`src/sv/crc16pf_pkg.sv`:
```
// ----------------------------------------------------------------------------
// crc16pf_pkg - shared types and constants of the CRC-16 packet framer
// Request and response payload structs, request codes, register indexes
// and the CRC-16/MODBUS byte fold.
// ----------------------------------------------------------------------------
package crc16pf_pkg;

    typedef struct packed {
        logic [2:0] req_type;
        logic [7:0] seq_number;
        logic [7:0] value;
        logic [7:0] payload_length;
    } req_t;

    typedef struct packed {
        logic [7:0] out_byte;
        logic       last;
        logic       error;
    } rsp_t;

    // request codes
    localparam logic [2:0] REQ_START   = 3'd0;
    localparam logic [2:0] REQ_END     = 3'd1;
    localparam logic [2:0] REQ_RETRY   = 3'd2;
    localparam logic [2:0] REQ_DATA    = 3'd3;
    localparam logic [2:0] REQ_PAYLOAD = 3'd4;

    // register indexes (byte address = 4 * index)
    localparam logic [2:0] REG_SYNC       = 3'd0;
    localparam logic [2:0] REG_START      = 3'd1;
    localparam logic [2:0] REG_END        = 3'd2;
    localparam logic [2:0] REG_TYPE_START = 3'd3;
    localparam logic [2:0] REG_TYPE_END   = 3'd4;
    localparam logic [2:0] REG_TYPE_NACK  = 3'd5;
    localparam logic [2:0] REG_TYPE_DATA  = 3'd6;
    localparam logic [2:0] REG_MAX_PAY    = 3'd7;

    localparam logic [7:0]  MAX_PAY_RESET = 8'd247;
    localparam logic [15:0] CRC_INIT      = 16'hFFFF;
    localparam logic [15:0] CRC_POLY      = 16'hA001;

    // fold one byte into a CRC-16/MODBUS register, LSB first
    function automatic logic [15:0] crc_fold(input logic [15:0] crc, input logic [7:0] b);
        logic [15:0] c;
        c = crc ^ {8'h00, b};
        for (int k = 0; k < 8; k++)
        begin
            if (c[0])
            begin
                c = (c >> 1) ^ CRC_POLY;
            end
            else
            begin
                c = c >> 1;
            end
        end
        return c;
    endfunction

endpackage

```
`src/sv/crc16_packet_framer_core.sv`:
```
// Output: the first byte of a request's packet passes the request register and then the
//   response register to rsp; the rest follow one per cycle while rsp_stall is low.
// Packet bytes: a payload request sends 1 byte (4 if it is the last), a start, end or
//   retry request 9, a data header 5 (8 at clamped length 0), an error 1.
// Reset: rst_n clears control state, the CRC to 0xFFFF, all header registers to 0
//   and max_payload to 247; no packet is open after reset.
// ----------------------------------------------------------------------------
// crc16_packet_framer_core - CRC-16/MODBUS packet framer
// Turns start, end, retry, data header and payload requests into a framed byte
// stream with sync/start header, CRC-16 trailer and end byte; misplaced requests give an error byte.
// ----------------------------------------------------------------------------
module crc16_packet_framer_core (
    input  logic                clk,
    input  logic                rst_n,
    // request channel
    input  logic                req_valid,
    output logic                req_stall,
    input  crc16pf_pkg::req_t   req,
    // response channel
    output logic                rsp_valid,
    input  logic                rsp_stall,
    output crc16pf_pkg::rsp_t   rsp,
    // APB configuration port
    input  logic                psel,
    input  logic                penable,
    input  logic                pwrite,
    input  logic [4:0]          paddr,
    input  logic [31:0]         pwdata,
    output logic [31:0]         prdata,
    output logic                pready
);
    import crc16pf_pkg::*;

    // Emit slots: each accepted request walks a short slot sequence, one byte per slot.
    localparam logic [3:0] SLOT_H0   = 4'd0;   // sync byte
    localparam logic [3:0] SLOT_H1   = 4'd1;   // start byte
    localparam logic [3:0] SLOT_H2   = 4'd2;   // type byte
    localparam logic [3:0] SLOT_H3   = 4'd3;   // sequence byte
    localparam logic [3:0] SLOT_H4   = 4'd4;   // length byte
    localparam logic [3:0] SLOT_VOL  = 4'd5;   // volume byte of control packets
    localparam logic [3:0] SLOT_CRCH = 4'd6;
    localparam logic [3:0] SLOT_CRCL = 4'd7;
    localparam logic [3:0] SLOT_END  = 4'd8;
    localparam logic [3:0] SLOT_PAY  = 4'd9;   // payload echo
    localparam logic [3:0] SLOT_ERR  = 4'd10;  // misplaced request

    // ------------------------------------------------------------------
    // Configuration registers
    // ------------------------------------------------------------------
    logic [7:0] sync_byte_reg;
    logic [7:0] start_byte_reg;
    logic [7:0] end_byte_reg;
    logic [7:0] type_start_reg;
    logic [7:0] type_end_reg;
    logic [7:0] type_nack_reg;
    logic [7:0] type_data_reg;
    logic [7:0] max_payload_reg;

    logic       cfg_write;
    logic [2:0] cfg_index;

    assign pready    = 1'b1;
    assign cfg_write = psel && penable && pwrite && pready;
    assign cfg_index = paddr[4:2];

    always_ff @(posedge clk or negedge rst_n)
    begin
        if (!rst_n)
        begin
            sync_byte_reg   <= '0;
            start_byte_reg  <= '0;
            end_byte_reg    <= '0;
            type_start_reg  <= '0;
            type_end_reg    <= '0;
            type_nack_reg   <= '0;
            type_data_reg   <= '0;
            max_payload_reg <= MAX_PAY_RESET;
        end
        else if (cfg_write)
        begin
            case (cfg_index)
                REG_SYNC:       sync_byte_reg   <= pwdata[7:0];
                REG_START:      start_byte_reg  <= pwdata[7:0];
                REG_END:        end_byte_reg    <= pwdata[7:0];
                REG_TYPE_START: type_start_reg  <= pwdata[7:0];
                REG_TYPE_END:   type_end_reg    <= pwdata[7:0];
                REG_TYPE_NACK:  type_nack_reg   <= pwdata[7:0];
                REG_TYPE_DATA:  type_data_reg   <= pwdata[7:0];
                REG_MAX_PAY:    max_payload_reg <= pwdata[7:0];
                default:        ;
            endcase
        end
    end

    always_comb
    begin
        case (cfg_index)
            REG_SYNC:       prdata = {24'd0, sync_byte_reg};
            REG_START:      prdata = {24'd0, start_byte_reg};
            REG_END:        prdata = {24'd0, end_byte_reg};
            REG_TYPE_START: prdata = {24'd0, type_start_reg};
            REG_TYPE_END:   prdata = {24'd0, type_end_reg};
            REG_TYPE_NACK:  prdata = {24'd0, type_nack_reg};
            REG_TYPE_DATA:  prdata = {24'd0, type_data_reg};
            REG_MAX_PAY:    prdata = {24'd0, max_payload_reg};
            default:        prdata = '0;
        endcase
    end

    // ------------------------------------------------------------------
    // Request register: the accepted request, already decoded into the
    // bytes it will send and the shape of its slot sequence.
    // ------------------------------------------------------------------
    logic       busy_reg,  busy_next;
    logic [3:0] slot_reg,  slot_next;
    logic       ctrl_reg,  ctrl_next;    // control packet: send volume after header
    logic       trail_reg, trail_next;   // send CRC and end after header or payload
    logic [7:0] type_reg,  type_next;
    logic [7:0] seq_reg,   seq_next;
    logic [7:0] len_reg,   len_next;
    logic [7:0] vol_reg,   vol_next;     // volume byte, or the payload byte

    // Packet state, updated as each request is taken in.
    logic       open_reg,   open_next;
    logic [7:0] remain_reg, remain_next;
    logic [15:0] crc_reg,   crc_next;

    // Response register
    logic       rsp_valid_reg, rsp_valid_next;
    rsp_t       rsp_reg,       rsp_next;

    logic       req_accept;
    logic       emit;
    logic       slot_done;
    logic [7:0] clamp_len;
    logic       misplaced;
    logic [7:0] emit_byte;
    logic       emit_last;
    logic       emit_error;

    // An emit slot fires whenever the response register is free or draining.
    assign emit       = busy_reg && (!rsp_valid_reg || !rsp_stall);
    // Last slot of the held request: the next request may come in now.
    assign slot_done  = (slot_reg == SLOT_END) || (slot_reg == SLOT_ERR)
                     || ((slot_reg == SLOT_H4) && !ctrl_reg && !trail_reg)
                     || ((slot_reg == SLOT_PAY) && !trail_reg);
    assign req_stall  = busy_reg && !(emit && slot_done);
    assign req_accept = req_valid && !req_stall;

    assign clamp_len  = (req.payload_length > max_payload_reg) ? max_payload_reg
                                                                : req.payload_length;
    // Header and control requests are misplaced inside an open data packet,
    // payload bytes outside one, and unknown codes always.
    assign misplaced  = ((req.req_type <= REQ_DATA) && open_reg)
                     || ((req.req_type == REQ_PAYLOAD) && !open_reg)
                     || (req.req_type > REQ_PAYLOAD);

    // Decode the incoming request.
    always_comb
    begin
        busy_next   = busy_reg;
        slot_next   = slot_reg;
        ctrl_next   = ctrl_reg;
        trail_next  = trail_reg;
        type_next   = type_reg;
        seq_next    = seq_reg;
        len_next    = len_reg;
        vol_next    = vol_reg;
        open_next   = open_reg;
        remain_next = remain_reg;

        // advance through the held request's slots
        if (emit)
        begin
            if (slot_done)
            begin
                busy_next = 1'b0;
            end
            else if ((slot_reg == SLOT_H4) && !ctrl_reg)
            begin
                slot_next = SLOT_CRCH;     // zero-length data: straight to trailer
            end
            else if (slot_reg == SLOT_PAY)
            begin
                slot_next = SLOT_CRCH;     // last payload byte closes the packet
            end
            else
            begin
                slot_next = slot_reg + 4'd1;
            end
        end

        if (req_accept)
        begin
            busy_next  = 1'b1;
            ctrl_next  = 1'b0;
            trail_next = 1'b0;
            seq_next   = 8'd0;
            len_next   = 8'd0;
            vol_next   = 8'd0;
            type_next  = 8'd0;
            if (misplaced)
            begin
                slot_next = SLOT_ERR;
            end
            else
            begin
                case (req.req_type)
                    REQ_START:
                    begin
                        slot_next  = SLOT_H0;
                        ctrl_next  = 1'b1;
                        trail_next = 1'b1;
                        type_next  = type_start_reg;
                        vol_next   = req.value;
                    end
                    REQ_END:
                    begin
                        slot_next  = SLOT_H0;
                        ctrl_next  = 1'b1;
                        trail_next = 1'b1;
                        type_next  = type_end_reg;
                        seq_next   = req.seq_number;
                    end
                    REQ_RETRY:
                    begin
                        slot_next  = SLOT_H0;
                        ctrl_next  = 1'b1;
                        trail_next = 1'b1;
                        type_next  = type_nack_reg;
                        vol_next   = req.seq_number;
                    end
                    REQ_DATA:
                    begin
                        slot_next  = SLOT_H0;
                        trail_next = (clamp_len == 8'd0);
                        type_next  = type_data_reg;
                        seq_next   = req.seq_number;
                        len_next   = clamp_len;
                        if (clamp_len != 8'd0)
                        begin
                            open_next   = 1'b1;
                            remain_next = clamp_len;
                        end
                    end
                    default:
                    begin
                        // payload byte inside an open packet
                        slot_next   = SLOT_PAY;
                        vol_next    = req.value;
                        trail_next  = (remain_reg == 8'd1);
                        remain_next = remain_reg - 8'd1;
                        if (remain_reg == 8'd1)
                        begin
                            open_next = 1'b0;
                        end
                    end
                endcase
            end
        end
    end

    // Pick the byte of the current slot, fold header and payload bytes into the CRC and load the response register.
    always_comb
    begin
        emit_last  = 1'b0;
        emit_error = 1'b0;
        case (slot_reg)
            SLOT_H0:   emit_byte = sync_byte_reg;
            SLOT_H1:   emit_byte = start_byte_reg;
            SLOT_H2:   emit_byte = type_reg;
            SLOT_H3:   emit_byte = seq_reg;
            SLOT_H4:   emit_byte = len_reg;
            SLOT_VOL:  emit_byte = vol_reg;
            SLOT_CRCH: emit_byte = crc_reg[15:8];
            SLOT_CRCL: emit_byte = crc_reg[7:0];
            SLOT_END:
            begin
                emit_byte = end_byte_reg;
                emit_last = 1'b1;
            end
            SLOT_PAY:  emit_byte = vol_reg;
            SLOT_ERR:
            begin
                emit_byte  = 8'd0;
                emit_error = 1'b1;
            end
            default:   emit_byte = 8'd0;
        endcase

        crc_next = crc_reg;
        if (emit && (slot_reg inside {[SLOT_H0:SLOT_H4], SLOT_PAY}))
        begin
            // each header restarts the CRC; the volume byte is left out
            crc_next = crc_fold((slot_reg == SLOT_H0) ? CRC_INIT : crc_reg, emit_byte);
        end

        rsp_valid_next = rsp_valid_reg && rsp_stall;
        rsp_next       = rsp_reg;
        if (emit)
        begin
            rsp_valid_next    = 1'b1;
            rsp_next.out_byte = emit_byte;
            rsp_next.last     = emit_last;
            rsp_next.error    = emit_error;
        end
    end

    always_ff @(posedge clk or negedge rst_n)
    begin
        if (!rst_n)
        begin
            busy_reg      <= 1'b0;
            slot_reg      <= SLOT_H0;
            ctrl_reg      <= 1'b0;
            trail_reg     <= 1'b0;
            open_reg      <= 1'b0;
            remain_reg    <= '0;
            crc_reg       <= CRC_INIT;
            rsp_valid_reg <= 1'b0;
        end
        else
        begin
            busy_reg      <= busy_next;
            slot_reg      <= slot_next;
            ctrl_reg      <= ctrl_next;
            trail_reg     <= trail_next;
            open_reg      <= open_next;
            remain_reg    <= remain_next;
            crc_reg       <= crc_next;
            rsp_valid_reg <= rsp_valid_next;
        end
    end

    // payload registers: no reset
    always_ff @(posedge clk)
    begin
        type_reg <= type_next;
        seq_reg  <= seq_next;
        len_reg  <= len_next;
        vol_reg  <= vol_next;
        rsp_reg  <= rsp_next;
    end

    assign rsp_valid = rsp_valid_reg;
    assign rsp       = rsp_reg;

endmodule

```
`config.mk`:
```
export PLATFORM = sky130hd
export DESIGN_NAME = crc16_packet_framer_core
export DESIGN_NICKNAME = d
export VERILOG_FILES = /design/src/sv/crc16pf_pkg.sv /design/src/sv/crc16_packet_framer_core.sv
export SDC_FILE = /design/constraint.sdc
export NUM_CORES = 1
export LEC_CHECK = 0
export BUFFER_PORTS_ARGS = -buffer_cell sky130_fd_sc_hd__buf_4
export CORE_MARGIN = 4
export CORE_UTILIZATION = 30
export DETAILED_ROUTE_END_ITERATION = 10
export PLACE_DENSITY = 0.58
export SETUP_SLACK_MARGIN = 0.02
export SYNTH_ARGS = -nofsm -noshare
export SYNTH_HDL_FRONTEND = slang
export SYNTH_SLANG_ARGS = --single-unit
```
`constraint.sdc`:
```
create_clock -name clk -period 5 [get_ports clk]
set_input_delay 1.25 -clock clk [delete_from_list [all_inputs] [get_ports clk]]
set_output_delay 1.25 -clock clk [all_outputs]
set_load 0.01 [all_outputs]
```
==> out/metrics.cfg <==
[run_status]
status=completed

[yosys]
ys_warn_count=0
synth-seq-cells=139
synthDistinctLibCells=71
avgSynthCellArea_um2=10.9
synth_top_flop_cell=dfrtp_1
yosysSeqAreaShare_pct=46.6
async_flop_share_pct=69.8
syn_inst=733
synth_edf_count=42
syn_area_um2=7980

[clock_network]
ctsResizeCount=0
cts_tree=yes
cts-root-buf=clkbuf_16
cts_setup_buffers=0
numCtsBuffers=17
cts_hold_buf=0
clock_sinks=139
clk_latency_ps=440
htree_num_levels=4
clockBufferDepth=2
clk_pin_slew_worst_paths_ps=60

[global_route]
track_usage_pct=15.0
first_global_vias=5696
grt_pass1_wl_mm=33.7
grt_max_degree=41
grt_overflow=0
antenna_found_initial=0

[worst_setup_path]
max_stage_delay_ps=710
crit_type=flip-flop to output port
crit_chain=inv_1 > ha_1 > nor4bb_1 > a21oi_1 > o21ai_1 > a21oi_1 > buf_4
worstPathRequired_ps=3750
cp_slowest_cell=ha_1
crit_top_cell=a21oi_1
worst_ep_arrival_time_ps=3000
rrSetupSlack_ps=1360
cp.buffers_inverters=2
crit_family=adder cells
endpoint_kind=output port
start_kind=flip-flop
path_max_fanout=21

[floorplanning]
die_x_um=171
die_area_um2=29300
coreArea_um2=26100
die_h_um=171
rows=59
ios=116
start_util_pct=30.5

[detailed_routing]
drc=0
routed_wl_mm=21.2
vias=5735
firstDrtPassIters=4
via_per_inst=5.07
drt_iter0_drc=479
wire_per_inst_um=18.7
drtAntennaViolNets=0

[timing]
layout_min_cycle_time_ps=4250
fin_setup_tns_ps=0
setup_violations=0
fin_crit_sh_pct=85.0
tightest_slew_ps=834
finalHoldViolations=0
rsz0062_at_grt=false
drv_slew=0
max_slew_margin_pct=44.2
skew_ps=8.15
fmax_mhz=235

[placed_design]
gp_congestion=0.830
post-place-cells=1100
dp_hpwl_mm=15.4
io_buffer_count=64

[layout]
seq_area_um2=3720
nets=869
layout_commonest_cell=buf_4
drive_above_1_share_pct=27.6
antenna_cells=0
largest_reg_flops=16
final_cell_mix=buf_4 (75), dfrtp_1 (74), nor2_1 (72)
area_delta_synth_final_pct=16.1
multi_input_area_um2=3870
instances_no_fill=1132
fillers=2624

[run]
cap_violations=0

[power_and_ir_drop]
p_leak_nw=3.91
power_density_nw_per_um2=608
vdd_drop_max_uv=616

[hold_path]
hold_path_class=flip-flop to flip-flop

through the flow:
stage | setup slack (ps) | instance area, um2 | hold slack, ps | total power [mW] | utilization [%]
6_report | 749 | 9270 | 483 | 5.64 | 35.5
3_3_place_gp | 1060 | 8670 | 457 | 4.31 | 33.2
5_1_grt | 587 | 9270 | 512 | 6.02 | 35.5
4_1_cts | 785 | 9270 | 493 | 5.68 | 35.5
3_5_place_dp | 1070 | 8670 | 479 | 4.36 | 33.2
2_1_floorplan | 1130 | 8070 | 438 | 3.79 | -
where the power goes:
part | switching [mW] | total (mW) | internal (mW)
Combinational | 1.20 | 2.51 | 1.31
Clock | 0.520 | 1.30 | 0.785
Sequential | 0.255 | 1.82 | 1.57
Total | 1.98 | 5.64 | 3.66
tightest hold or removal path, cell delays in order (launching register included):
cell     delay [ps]
dfrtp_1         320
inv_1            70
nand2_1          60
path summary, 6_finish.rpt:
kind	startpoint	endpoint	cells after the start
setup reg to reg	slot_reg[0]	remain_reg[6]	9
hold / removal	busy_reg	rsp_valid	2
hold reg to reg	busy_reg	rsp_valid	2
min in group asynchronous	rst_n	rsp_valid	1
max in group asynchronous	rst_n	max_payload_reg[0]	2
setup / recovery	slot_reg[0]	req_stall	7
layer usage:
layer	vias up	global-route usage, %	routed length [um]
met4	0	4.65	264
met2	139	22.9	9850
met3	24	3.07	908
met1	2836	21.4	10200
li1	2736	-	-
met5	-	0	0
synthesized netlist by cell type, types with 9 or more instances:
| cell type | n | area (um2) |
|---|---|---|
| dfrtp_1 | 74 | 1850 |
| nor2_1 | 72 | 270 |
| mux2_2 | 68 | 766 |
| nand2_1 | 50 | 188 |
| edfxtp_1 | 42 | 1260 |
| o21ai_0 | 35 | 175 |
| mux2i_1 | 29 | 290 |
| buf_4 | 26 | 195 |
| a21oi_1 | 25 | 125 |
| inv_1 | 25 | 93.8 |
| clkbuf_1 | 23 | 86.3 |
| dfstp_2 | 23 | 604 |
| xnor2_1 | 19 | 166 |
| a22oi_1 | 18 | 135 |
| ha_1 | 14 | 175 |
| and3_1 | 13 | 81.3 |
| mux4_2 | 11 | 248 |
| buf_2 | 10 | 50.1 |
| nor3_1 | 10 | 50.1 |
| nand3_1 | 9 | 45.0 |
layout make-up:
cell class	count	area share (%)
Timing Repair Buffer	75	6.07
Tap cell	335	4.52
Multi-Input combinational cell	526	41.8
Sequential cell	139	40.1
Clock inverter	11	1.40
Clock buffer	21	5.09
Inverter	25	1.01
cell families (layout without fill, tap and decap cells):
logic type               Yosys count  after routing  synth area share [%]
AO/OA/AOI/OAI                    150            150                  13.0
XOR/XNOR                          28             28                  3.61
adder cells (fa/ha/maj)           14             14                  2.19
buffers and inverters             91            132                  6.04
flip-flops                       139            139                  46.6
multiplexers                     109            109                  16.5
other                              2             25                0.0941
AND/OR/NAND/NOR                  200            200                  12.0
No activity file was read; power rests on OpenSTA's default activity.
